`src/design/kbpd_pkg.sv`:
```
// Shared types and constants for the keyboard report press detector.
package kbpd_pkg;

    localparam int KEY_SLOTS   = 6;
    localparam int REPORT_KEYS = 6;
    localparam int LATER_KEYS  = REPORT_KEYS - 1;
    localparam int CODE_W      = 8;
    localparam int STEP_W      = $clog2(REPORT_KEYS);

    typedef logic [CODE_W-1:0] code_t;

    typedef struct packed {
        logic [7:0] modifier;
        logic [7:0] key_slot_0;
        logic [7:0] key_slot_1;
        logic [7:0] key_slot_2;
        logic [7:0] key_slot_3;
        logic [7:0] key_slot_4;
        logic [7:0] key_slot_5;
    } report_t;

    typedef struct packed {
        logic [7:0] pressed_code;
        logic [7:0] pressed_modifier;
        logic       last_event;
    } press_t;

    typedef struct packed {
        logic advance;
        logic first;
        logic finish;
    } cell_ctl_t;

    typedef struct packed {
        logic                  hit;
        logic                  empty_after;
        logic [LATER_KEYS-1:0] later_hit;
    } cell_stat_t;

endpackage

```
`src/design/kbpd_cell.sv`:
```
// One held-key cell: stores a code, claims an empty slot, tracks presence.
module kbpd_cell (
    input  logic                                     clk,
    input  logic                                     rst_n,
    input  kbpd_pkg::cell_ctl_t                      ctl,
    input  kbpd_pkg::code_t                          code,
    input  logic [kbpd_pkg::LATER_KEYS-1:0][kbpd_pkg::CODE_W-1:0] later,
    input  logic                                     claim_in,
    output logic                                     claim_out,
    output kbpd_pkg::cell_stat_t                     stat
);
    import kbpd_pkg::*;

    code_t key_reg;
    code_t key_next;
    code_t key_after;
    logic  present_reg;
    logic  present_next;
    logic  present_now;
    logic  empty;
    logic  store;

    always_comb
    begin
        empty       = (key_reg == '0);
        store       = claim_in && empty;
        key_after   = store ? code : key_reg;
        present_now = (present_reg && !ctl.first) || (key_reg == code) || store;
        claim_out   = claim_in && !empty;

        stat.hit         = (key_reg == code);
        stat.empty_after = (key_after == '0);
        for (int j = 0; j < LATER_KEYS; j++)
        begin
            stat.later_hit[j] = (key_after == later[j]);
        end

        key_next     = key_reg;
        present_next = present_reg;
        if (ctl.advance)
        begin
            present_next = present_now;
            if (ctl.finish && !present_now)
            begin
                key_next = '0;
            end
            else
            begin
                key_next = key_after;
            end
        end
    end

    always_ff @(posedge clk or negedge rst_n)
    begin
        if (!rst_n)
        begin
            key_reg     <= '0;
            present_reg <= 1'b0;
        end
        else
        begin
            key_reg     <= key_next;
            present_reg <= present_next;
        end
    end

endmodule

```
`src/design/kbpd_out_fifo.sv`:
```
// Two-entry output queue for press beats.
module kbpd_out_fifo (
    input  logic            clk,
    input  logic            rst_n,
    input  logic            push,
    input  kbpd_pkg::press_t push_data,
    output logic            space,
    output logic            press_valid,
    input  logic            press_stall,
    output kbpd_pkg::press_t press
);
    import kbpd_pkg::*;

    press_t     data_reg [2];
    logic       wr_ptr_reg;
    logic       wr_ptr_next;
    logic       rd_ptr_reg;
    logic       rd_ptr_next;
    logic [1:0] count_reg;
    logic [1:0] count_next;
    logic       do_push;
    logic       do_pop;

    always_comb
    begin
        space       = (count_reg != 2'd2);
        press_valid = (count_reg != 2'd0);
        press       = data_reg[rd_ptr_reg];
        do_push     = push && space;
        do_pop      = press_valid && !press_stall;
        wr_ptr_next = do_push ? !wr_ptr_reg : wr_ptr_reg;
        rd_ptr_next = do_pop ? !rd_ptr_reg : rd_ptr_reg;
        count_next  = count_reg + {1'b0, do_push} - {1'b0, do_pop};
    end

    always_ff @(posedge clk)
    begin
        if (do_push)
        begin
            data_reg[wr_ptr_reg] <= push_data;
        end
    end

    always_ff @(posedge clk or negedge rst_n)
    begin
        if (!rst_n)
        begin
            wr_ptr_reg <= 1'b0;
            rd_ptr_reg <= 1'b0;
            count_reg  <= 2'd0;
        end
        else
        begin
            wr_ptr_reg <= wr_ptr_next;
            rd_ptr_reg <= rd_ptr_next;
            count_reg  <= count_next;
        end
    end

endmodule

```
`src/design/keyboard_report_press_detect.sv`:
```
// Keyboard report press detector: top level with scan sequencer and held-key cells.
// Each report's key codes are scanned one per cycle, while the output queue has space,
// through a row of held-key cells, and the next report is taken in the cycle its
// predecessor's last code is scanned. A press beat leaves for each newly stored code,
// in report order, with last_event marking the final one of a report; a report that
// presses nothing gives no beat. Press beats pass through a two-entry queue, and the
// scan holds while that queue is full.
module keyboard_report_press_detect (
    input  logic              clk,
    input  logic              rst_n,
    input  logic              report_valid,
    output logic              report_stall,
    input  kbpd_pkg::report_t report,
    output logic              press_valid,
    input  logic              press_stall,
    output kbpd_pkg::press_t  press
);
    import kbpd_pkg::*;

    localparam logic [STEP_W-1:0] LAST_STEP = STEP_W'(REPORT_KEYS - 1);

    code_t             code_reg [REPORT_KEYS];
    code_t             code_next [REPORT_KEYS];
    logic [7:0]        mod_reg;
    logic [7:0]        mod_next;
    logic [STEP_W-1:0] step_reg;
    logic [STEP_W-1:0] step_next;
    logic              busy_reg;
    logic              busy_next;

    logic                                  space;
    logic                                  advance;
    logic                                  final_step;
    logic                                  accept;
    logic                                  held_any;
    logic                                  empty_any;
    logic                                  more;
    logic                                  press_new;
    wire  [KEY_SLOTS:0]                    claim;
    logic [LATER_KEYS-1:0][CODE_W-1:0]     later;
    logic [LATER_KEYS-1:0]                 later_held;
    cell_ctl_t                             ctl;
    cell_stat_t                            stat [KEY_SLOTS];
    press_t                                push_data;

    always_comb
    begin
        for (int j = 0; j < LATER_KEYS; j++)
        begin
            later[j] = code_reg[j+1];
        end
    end

    always_comb
    begin
        held_any   = 1'b0;
        empty_any  = 1'b0;
        later_held = '0;
        for (int k = 0; k < KEY_SLOTS; k++)
        begin
            held_any   = held_any | stat[k].hit;
            empty_any  = empty_any | stat[k].empty_after;
            later_held = later_held | stat[k].later_hit;
        end
    end

    assign claim[0]  = (code_reg[0] != '0) && !held_any;
    assign press_new = claim[0] && !claim[KEY_SLOTS];

    always_comb
    begin
        more = 1'b0;
        for (int j = 0; j < LATER_KEYS; j++)
        begin
            more = more | ((later[j] != '0) && !later_held[j]);
        end
        more = more && empty_any;

        push_data.pressed_code     = code_reg[0];
        push_data.pressed_modifier = mod_reg;
        push_data.last_event       = !more;
    end

    always_comb
    begin
        advance      = busy_reg && space;
        final_step   = (step_reg == LAST_STEP);
        report_stall = busy_reg && !(advance && final_step);
        accept       = report_valid && !report_stall;

        ctl.advance = advance;
        ctl.first   = (step_reg == '0);
        ctl.finish  = final_step;

        code_next = code_reg;
        mod_next  = mod_reg;
        step_next = step_reg;
        busy_next = busy_reg;
        if (accept)
        begin
            code_next[0] = report.key_slot_0;
            code_next[1] = report.key_slot_1;
            code_next[2] = report.key_slot_2;
            code_next[3] = report.key_slot_3;
            code_next[4] = report.key_slot_4;
            code_next[5] = report.key_slot_5;
            mod_next     = report.modifier;
            step_next    = '0;
            busy_next    = 1'b1;
        end
        else if (advance)
        begin
            for (int j = 0; j < LATER_KEYS; j++)
            begin
                code_next[j] = code_reg[j+1];
            end
            code_next[REPORT_KEYS-1] = '0;
            step_next = step_reg + 1'b1;
            if (final_step)
            begin
                busy_next = 1'b0;
            end
        end
    end

    genvar g;
    generate
        for (g = 0; g < KEY_SLOTS; g++)
        begin : g_cell
            kbpd_cell u_cell (
                .clk       (clk),
                .rst_n     (rst_n),
                .ctl       (ctl),
                .code      (code_reg[0]),
                .later     (later),
                .claim_in  (claim[g]),
                .claim_out (claim[g+1]),
                .stat      (stat[g])
            );
        end
    endgenerate

    kbpd_out_fifo u_out_fifo (
        .clk         (clk),
        .rst_n       (rst_n),
        .push        (advance && press_new),
        .push_data   (push_data),
        .space       (space),
        .press_valid (press_valid),
        .press_stall (press_stall),
        .press       (press)
    );

    always_ff @(posedge clk)
    begin
        code_reg <= code_next;
        mod_reg  <= mod_next;
    end

    always_ff @(posedge clk or negedge rst_n)
    begin
        if (!rst_n)
        begin
            step_reg <= '0;
            busy_reg <= 1'b0;
        end
        else
        begin
            step_reg <= step_next;
            busy_reg <= busy_next;
        end
    end

endmodule
```
`config.mk`:
```
export PLATFORM = sky130hd
export DESIGN_NAME = keyboard_report_press_detect
export DESIGN_NICKNAME = d
export VERILOG_FILES = /design/src/design/kbpd_pkg.sv /design/src/design/kbpd_cell.sv /design/src/design/kbpd_out_fifo.sv /design/src/design/keyboard_report_press_detect.sv
export SDC_FILE = /design/constraint.sdc
export NUM_CORES = 1
export LEC_CHECK = 0
export BUFFER_PORTS_ARGS = -buffer_cell sky130_fd_sc_hd__clkbuf_2
export CAP_MARGIN = 20
export CORE_UTILIZATION = 50
export DETAILED_ROUTE_END_ITERATION = 6
export PLACE_DENSITY = 0.72
export SETUP_SLACK_MARGIN = 0.05
export SLEW_MARGIN = 10
export SYNTH_ARGS = -nofsm -noshare
export SYNTH_HDL_FRONTEND = slang
export SYNTH_SLANG_ARGS = --single-unit
export TNS_END_PERCENT = 5
```
`constraint.sdc`:
```
create_clock -name clk -period 6.2 [get_ports clk]
set_input_delay 0.31 -clock clk [delete_from_list [all_inputs] [get_ports clk]]
set_output_delay 0.31 -clock clk [all_outputs]
set_load 0.005 [all_outputs]
```
; Word-level counts from Yosys, hierarchy flattened
; Memories as Yosys holds them, arrays and structs flattened.
; Index checks and enable logic that the tools add are counted.
[classes]
n_addsub = 3
eq_ne = 38
muxes = 21
n_bitwise = 19
reduce_logical = 100
[op_table]
columns = op, count
row1 = $eq A8 B8 Y1, 36
row2 = $logic_not A8 Y1, 12
row3 = $mux W48, 2
row4 = $mux W8, 12
row5 = $reduce_bool A8 Y1, 6
row6 = $logic_and A1 B1 Y1, 39
row7 = $logic_not A1 Y1, 26
row8 = $or A5 B5 Y5, 5
row9 = $or A1 B1 Y1, 14
row10 = $logic_or A1 B1 Y1, 12
row11 = $mux W3, 2
row12 = $reduce_bool A2 Y1, 3
row13 = $mux W1, 5
row14 = $add A3 B1 Y3 const B, 1
row15 = $eq A3 B3 Y1 const B, 1
row16 = $logic_not A3 Y1, 1
row17 = $add A2 B1 Y2, 1
row18 = $ne A2 B2 Y1 const B, 1
row19 = $reduce_and A2 Y1, 1
row20 = $sub A2 B1 Y2, 1
[totals]
register_bits = 118
mem_bits_rw = 34
inputBits = 60
output_inout_bits = 19
elab_cells = 206
memories = 1
[memory_table]
columns = memory, depth, word_bits, rd, rd_clocked_by_memory_dff, write_ports, line_no
row1 = u_out_fifo.data_reg, 2, 17, 1, 0, 1, kbpd_out_fifo.sv:14  ; press_t data_reg [2];

; Depth between registers and ports, before layout
; Gate-level depths: netlist of the first run.
[depth]
word_depth = 25
mapped_depth = 16
ltp_nobuf = 11

; Modules after synthesis
; Synthesis of the first run repeated with hierarchy kept, for this count alone.
[hier_totals]
cells_unflattened = 1720
area_unflattened_um2 = 15877.7
[by_module_without_submodules]
columns = module, instances, cells_per_inst, area_per_inst_um2
row1 = kbpd_cell, 6, 245, 1949.4
row2 = keyboard_report_press_detect, 1, 174, 2733.9
row3 = kbpd_out_fifo, 1, 76, 1447.6

; Worst setup path before layout of the first run
; Ideal clock, no wire load.
[synth_timing]
path_kind = register to register
from = register code_reg[43] in the netlist's numbering
to = memory u_out_fifo.data_reg[0][0] in the netlist's numbering (enable)
setup_ns = 0.393
t_arrival_ns = 2.912
required_ns = 5.807
setup_slack_ns = 2.895
path_stages_with_launch = 10
synth_period_minus_slack_ns = 3.305
cell_sequence = edfxtp_1 buf_4 and2_1 o22ai_1 nor3_1 nor4_4 buf_6 nand2_2 a211oi_1 nor2b_1
[synth_via]
elab_chain_cells = 20
word_cells_on_any_way = 26
classes_between = 6 x eq/ne / 2 x mux / 5 x bitwise / 13 x reduce/logical
[synth_lines]
columns = item, line_no
row1 = start: declaration, keyboard_report_press_detect.sv:22  ; code_t code_reg [REPORT_KEYS];
row2 = start signal: assignment, keyboard_report_press_detect.sv:156  ; code_reg <= code_next;
row3 = $eq A8 B8 Y1, kbpd_cell.sv:31  ; stat.hit = (key_reg == code);
row4 = $or A1 B1 Y1 (5 in a row), keyboard_report_press_detect.sv:61  ; held_any = held_any | stat[k].hit;
row5 = $logic_not A1 Y1, keyboard_report_press_detect.sv:67  ; assign claim[0] = (code_reg[0] != '0) && !held_any;
row6 = $logic_and A1 B1 Y1 (*), keyboard_report_press_detect.sv:67
row7 = $logic_and A1 B1 Y1 (6 in a row), kbpd_cell.sv:29  ; claim_out = claim_in && !empty;
row8 = $logic_not A1 Y1, keyboard_report_press_detect.sv:68  ; assign press_new = claim[0] && !claim[KEY_SLOTS];
row9 = $logic_and A1 B1 Y1 (*), keyboard_report_press_detect.sv:68
row10 = $logic_and A1 B1 Y1 (*), keyboard_report_press_detect.sv:146  ; .push (advance && press_new),
row11 = $logic_and A1 B1 Y1 (*), kbpd_out_fifo.sv:29  ; do_push = push && space;
row12 = named net u_out_fifo.do_push, kbpd_out_fifo.sv:21  ; logic do_push;
row13 = $mux W1 (*), kbpd_out_fifo.sv:38  ; if (do_push)
row14 = $mux W1 (not written as such) (*), kbpd_out_fifo.sv:40  ; data_reg[wr_ptr_reg] <= push_data;
row15 = end: declaration, kbpd_out_fifo.sv:14
; Mark *: on every way through the listed nets, which the timed path passes. The rest lies on a longest branch.

==> results of run 1 <==
power by group:
group          internal, mW  switching [mW]  leakage, nW
logic                  2.08            3.72         2.72
clock network         0.558           0.575        0.303
registers              1.71            1.19         1.68
cell type report:
type                    instances  area [um^2]
multi-input cells            1004         6830
well taps                     319          399
fillers                      2114        10400
repair buffers                116          688
clock inverters                15          209
inverters                      74          278
clock buffers                  17          425
flip-flops and latches        152         4250
metal layers:
layer | global-route usage [%] | up-vias
met5 | 0 | -
met3 | 15.8 | 342
li1 | - | 5069
met1 | 60.9 | 5930
met2 | 70.6 | 1166
met4 | 30.8 | 2
cells in the mapped netlist, drive strengths merged, types with 38 or more instances:
master,number
nor2,103
edfxtp,90
o22ai,79
dfrtp,62
nor4,54
a21oi,53
a22oi,43
clkbuf,86
nand2,129
xnor2,140
nand4,38
inv,61
buf,42
o21ai,78
critical path, cell delays in order (launching register included):
cell and delay (ns):
edfxtp_1 0.81, buf_4 0.40, nor2_1 0.25, o22ai_1 0.39
nor4_4 0.13, nor4_2 0.74, nand2_1 0.60, nor3b_1 0.34
a21oi_1 0.06, nor4_1 0.37, a2111oi_0 0.14, buf_4 0.16
and3_1 0.19, o32ai_2 0.41
cells by family (layout without fill, tap and decap cells):
group,Yosys count,after routing,share of synthesized area (%)
buf+inv,202,222,7.37
xor+xnor,145,145,10.6
flops,152,152,35.6
simple gates,435,435,18.9
compound gates,393,393,24.6
fa+ha+maj,5,5,0.523
mux,26,26,2.39
how the worst max path moves through the flow:
| stage | cells after the start | start | endpoint |
|---|---|---|---|
| CTS | 13 | code_reg[47] | u_out_fifo.data_reg[0][0] |
| global placement | 13 | code_reg[47] | u_out_fifo.data_reg[0][0] |
| finish | 13 | code_reg[45] | u_out_fifo.data_reg[1][0] |
| global route | 13 | code_reg[47] | u_out_fifo.data_reg[0][0] |
| floorplan | 9 | code_reg[43] | u_out_fifo.data_reg[0][0] |
| detailed placement | 13 | code_reg[47] | u_out_fifo.data_reg[1][0] |
through the flow:
step,std cells,setup slack [ns]
detailed placement,1665,1.30
global route,1697,1.03
floorplan,1358,2.90
global placement,1665,1.42
finish,1697,0.976
CTS,1697,1.27
==> results.sh, run 1 <==
export IMPL_wl_met1_mm=21.7
export IMPL_track_usage_pct=48.2
export IMPL_design_area_um2=13100
export IMPL_cts_setup_buffers=0
export IMPL_die_w_um=157
export IMPL_required_ns=6.42
export IMPL_hold_path_class="in -> reg"
export IMPL_cap_viol_max_count=0
export IMPL_mostFrequentLayoutCell="xnor2_1"
export IMPL_clock_latency_ns=0.45
export IMPL_drt_pass1_iterations=7
export IMPL_num_rows=56
export IMPL_whs_ns=0.0329
export IMPL_grt_ovfl_total=0
export IMPL_drive_gt1_share_pct=16.2
export IMPL_cts_root_buf="clkbuf_16"
export IMPL_ys_ff_latch=152
export IMPL_portBuffers=78
export IMPL_clk_pin_slew_worst_paths_ns=0.08
export IMPL_synth_edff_count=90
export IMPL_synth_top_area_share_pct=22.6
export IMPL_status="finished with violations"
export IMPL_hold_end="mod_reg[1]"
export IMPL_start_kind="flop"
export IMPL_area_delta_synth_final_pct=9.44
export IMPL_path_class="reg -> reg"
export IMPL_first_global_vias=12019
export IMPL_regToRegEndpoint="u_out_fifo.data_reg[1][0]"
export IMPL_end_kind="flop"
export IMPL_gp_congestion=1.09
export IMPL_fin_crit_ns=5.22
export IMPL_cts_resized=0
export IMPL_crit_arrival_ns=5.44
export IMPL_synthFlopType="edfxtp_1"
export IMPL_max_slew_margin_rel_pct=35.0
export IMPL_drtIter0Drc=2120
export IMPL_cts_tree="yes"
export IMPL_die_y_um=157
export IMPL_finalSetupViolCount=0
export IMPL_timing_fmax_mhz=191
export IMPL_holdCritStartpoint="report[49]"
export IMPL_clock_sinks=152
export IMPL_nNetsFinal=1430
export IMPL_grt_max_degree=87
export IMPL_top_layer="met5"
export IMPL_netlist_area_um2=12000
export IMPL_yosysWarnings=0
export IMPL_violations="DRC"
export IMPL_rsz0062_at_grt="false"
export IMPL_yosysSeqAreaShare_pct=35.6
export IMPL_drc_errors=1
export IMPL_fin_crit_sh_pct=84.3
export IMPL_die_area_um2=24500
export IMPL_syn_area_per_cell_um2=8.81
export IMPL_drv_slew=0
export IMPL_finClkSkew_ns=0.0166
export IMPL_syn_num_nets=1423
export IMPL_rr_worst_depth=13
export IMPL_hpwl_mm=39.7
export IMPL_num_antenna_cells=0
export IMPL_synth_area_leaders="edfxtp_1 (23%), dfrtp_1 (13%), xnor2_1 (10%)"
export IMPL_fin_setup_tns_ns=0
export IMPL_vias=12509
export IMPL_start_util_pct=50.9
export IMPL_synth_cells=1358
export IMPL_coreArea_um2=23500
export IMPL_ff2ff_setup_slack_ns=0.98
export IMPL_power_mw=9.84
export IMPL_synth_distinct_cells=77
export IMPL_wl_per_cell_um=34.2
export IMPL_grt_pass1_wl_mm=83.6
export IMPL_hold_violations=0
export IMPL_wl_mm=58.0
export IMPL_postLayoutCoreUtil_pct=55.8
export IMPL_ir_drop_mv=0.383
export IMPL_critPathMaxFanout=16
export IMPL_io_pins=79
export IMPL_cts_buffers=17
export IMPL_clk_path_buf_depth=2
export IMPL_tightest_slew_ns=0.972
export IMPL_yosysTopAreaCell="edfxtp_1"
export IMPL_min_path_cells=1
export IMPL_wl_met3_mm=8.20
export IMPL_ctsHtreeMaxLevel=4
export IMPL_ant_nets=0
export IMPL_regToRegStartpoint="code_reg[45]"
export IMPL_ys_async_sr_fraction_pct=40.8
export IMPL_via_per_inst=7.37
export IMPL_cts_hold_buffers=0
export IMPL_p_per_area_nw_per_um2=751
export IMPL_layout_common_cells="xnor2_1 (140), nand2_1 (127), nor2_1 (92), edfxtp_1 (90)"
export IMPL_dpl_cell_area_um2=12500
export IMPL_antenna_found_initial=0
export IMPL_wl_met2_mm=23.6
export IMPL_leakagePower_nw=4.70
Note: power is estimated with default switching activity, not from simulation.
==> inputs of run 2 (changes only) <==
--- a/config.mk
+++ b/config.mk
@@ -9,7 +9,7 @@
 export CAP_MARGIN = 20
 export CORE_UTILIZATION = 50
 export DETAILED_ROUTE_END_ITERATION = 6
-export PLACE_DENSITY = 0.72
+export PLACE_DENSITY = 0.74
 export SETUP_SLACK_MARGIN = 0.05
 export SLEW_MARGIN = 10
 export SYNTH_ARGS = -nofsm -noshare
==> constraint.sdc (replaced) <==
create_clock -name clk -period 4.65 [get_ports clk]
set_input_delay 0.2325 -clock clk [delete_from_list [all_inputs] [get_ports clk]]
set_output_delay 0.2325 -clock clk [all_outputs]
set_load 0.005 [all_outputs]
==> run 2 against run 1 <==
  * Critical path type unchanged
  * Sequential cell count did not move
  * The flow still finishes with violations (DRC)
  * Clock power rose by 30%
  * Wire length fell by 4.2%
  * Critical endpoint is now u_out_fifo.data_reg[0][0]
==> results.sh, run 2 (same netlist as run 1, synthesis figures left out) <==
export IMPL_status="finished with violations"
export IMPL_violations="DRC"
export IMPL_required_ns=4.82
export IMPL_fin_setup_tns_ns=0
export IMPL_finClkSkew_ns=0.0160
export IMPL_tightest_slew_ns=1.08
export IMPL_drive_gt1_share_pct=18.5
export IMPL_num_rows=56
export IMPL_clk_pin_slew_worst_paths_ns=0.09
export IMPL_clk_path_buf_depth=2
export IMPL_power_mw=13.2
export IMPL_area_delta_synth_final_pct=12.8
export IMPL_timing_fmax_mhz=219
export IMPL_use_met3_pct=19.5
export IMPL_slowest_delay_ns=0.82
export IMPL_track_usage_pct=45.9
export IMPL_cts_root_buf="clkbuf_16"
export IMPL_grt_max_degree=92
export IMPL_use_met2_pct=64.5
export IMPL_hold_violations=0
export IMPL_sw_frac_of_total_pct=54.7
export IMPL_grt_pass1_wl_mm=80.3
export IMPL_vias=12845
export IMPL_rsz0062_at_grt="false"
export IMPL_pwr_share_clk_pct=11.1
export IMPL_fin_crit_sh_pct=98.2
export IMPL_via_per_inst=7.35
export IMPL_wl_per_cell_um=31.8
export IMPL_crit_arrival_ns=4.74
export IMPL_met1_usage_pct=57.7
export IMPL_p_per_area_nw_per_um2=981
export IMPL_fill_cells=2103
export IMPL_grt_most_used_layer="met2"
export IMPL_cts_tree="yes"
export IMPL_leakagePower_nw=4.95
export IMPL_io_pins=79
export IMPL_finalSetupViolCount=0
export IMPL_start_util_pct=50.9
export IMPL_path_cells="nor2_1, o22ai_1, nor3_1, buf_4, nor4_4, buf_4, and3_1, a2111oi_0, a41oi_1, a21oi_1, a2111oi_0, and3_1, o32ai_2"
export IMPL_die_area_um2=24500
export IMPL_hold_path_class="in -> reg"
export IMPL_ant_nets=0
export IMPL_die_w_um=157
export IMPL_fin_crit_ns=4.57
export IMPL_wl_mm=55.5
export IMPL_path_class="reg -> reg"
export IMPL_timing_critical_path_max_delay_family="simple AND/OR/NAND/NOR gates"
export IMPL_comb_power_share_pct=61.4
export IMPL_portBuffers=78
export IMPL_mostFrequentLayoutCell="xnor2_1"
export IMPL_timing_critical_path_buf_inv=2
export IMPL_coreArea_um2=23500
export IMPL_ir_drop_mv=0.484
export IMPL_drtIter0Drc=2626
export IMPL_slowest_stage="edfxtp_1"
export IMPL_max_slew_margin_rel_pct=28.2
export IMPL_first_global_vias=12008
export IMPL_critPathMaxFanout=12
export IMPL_num_antenna_cells=0
export IMPL_drt_pass1_iterations=7
export IMPL_hpwl_mm=37.4
export IMPL_die_y_um=157
export IMPL_whs_ns=0.0537
export IMPL_layout_common_cells="xnor2_1 (140), nand2_1 (127), nor2_1 (92), edfxtp_1 (90)"
export IMPL_clock_sinks=152
export IMPL_antenna_found_initial=1
export IMPL_grt_ovfl_total=0
export IMPL_cts_resized=0
export IMPL_start_kind="flop"
export IMPL_end_kind="flop"
export IMPL_drv_slew=0
export IMPL_ctsHtreeMaxLevel=4
export IMPL_p_sw_mw=7.25
export IMPL_clock_latency_ns=0.45
export IMPL_cap_viol_max_count=0
export IMPL_drc_errors=49
export IMPL_cts_buffers=17
export IMPL_p_seq_share_pct=27.5
export IMPL_gp_congestion=1.20
export IMPL_internal_power_mw=5.99
export IMPL_nNetsFinal=1480
[run 2: worst paths after layout]
path,from,endpoint,slack (ns),cells after the start
max,code_reg[42],u_out_fifo.data_reg[0][0],0.08,13
min,report[16],code_reg[16],0.05,3
max reg2reg,code_reg[42],u_out_fifo.data_reg[0][0],0.08,13
min reg2reg,mod_reg[0],u_out_fifo.data_reg[0][1],0.45,0
max in group asynchronous,rst_n,g_cell[5].u_cell.key_reg[3],3.55,3
min in group asynchronous,rst_n,g_cell[3].u_cell.key_reg[5],0.50,3
[run 2: per-layer routing]
metal  routed length [um]  share of wire, %
met2                21800                39
met3                 9330                17
met1                20000                36
met5                   17             0.031
met4                 4400               7.9
[run 2: worst min-delay path: cells and delay by family]
| kind | cells | cell delay, ns |
|---|---|---|
| buffers and inverters | 1 | 0.07 |
| AOI/OAI and AO/OA | 1 | 0.06 |
| and+or+nand+nor | 1 | 0.03 |
[run 2: final cells by class]
cell class | count | area [um^2] | area share, %
Tap cell | 319 | 399 | 2.96
Sequential cell | 152 | 4250 | 31.5
Clock inverter | 15 | 189 | 1.40
Multi-Input combinational cell | 1004 | 6830 | 50.7
Clock buffer | 17 | 425 | 3.15
Inverter | 74 | 278 | 2.06
Timing Repair Buffer | 166 | 1110 | 8.24
[run 2: repair_timing]
item | 4_1_cts | 5_1_grt
hold buffers | 9 | 0
endpoints found under the hold margin | 12 | 0
buffers inserted | 0 | 0
[run 2: power by group through the flow]
stage          clock network (mW)  logic (mW)  registers (mW)
5_1_grt                      1.53        8.47            3.62
3_5_place_dp                    0        7.65            3.51
2_1_floorplan                   0        5.73            2.52
3_3_place_gp                    0        7.63            3.51
6_report                     1.47        8.13            3.64
4_1_cts                      1.48        7.69            3.49
[run 2: stage by stage]
stage | util [%] | cells | instance area [um^2] | worst slack (ns)
floorplan | - | 1358 | 12000 | 1.35
global placement | 54.5 | 1706 | 12800 | 0.512
detailed placement | 54.5 | 1706 | 12800 | 0.457
CTS | 57.5 | 1747 | 13500 | 0.417
global route | 57.5 | 1747 | 13500 | 0.101
finish | 57.5 | 1747 | 13500 | 0.0819
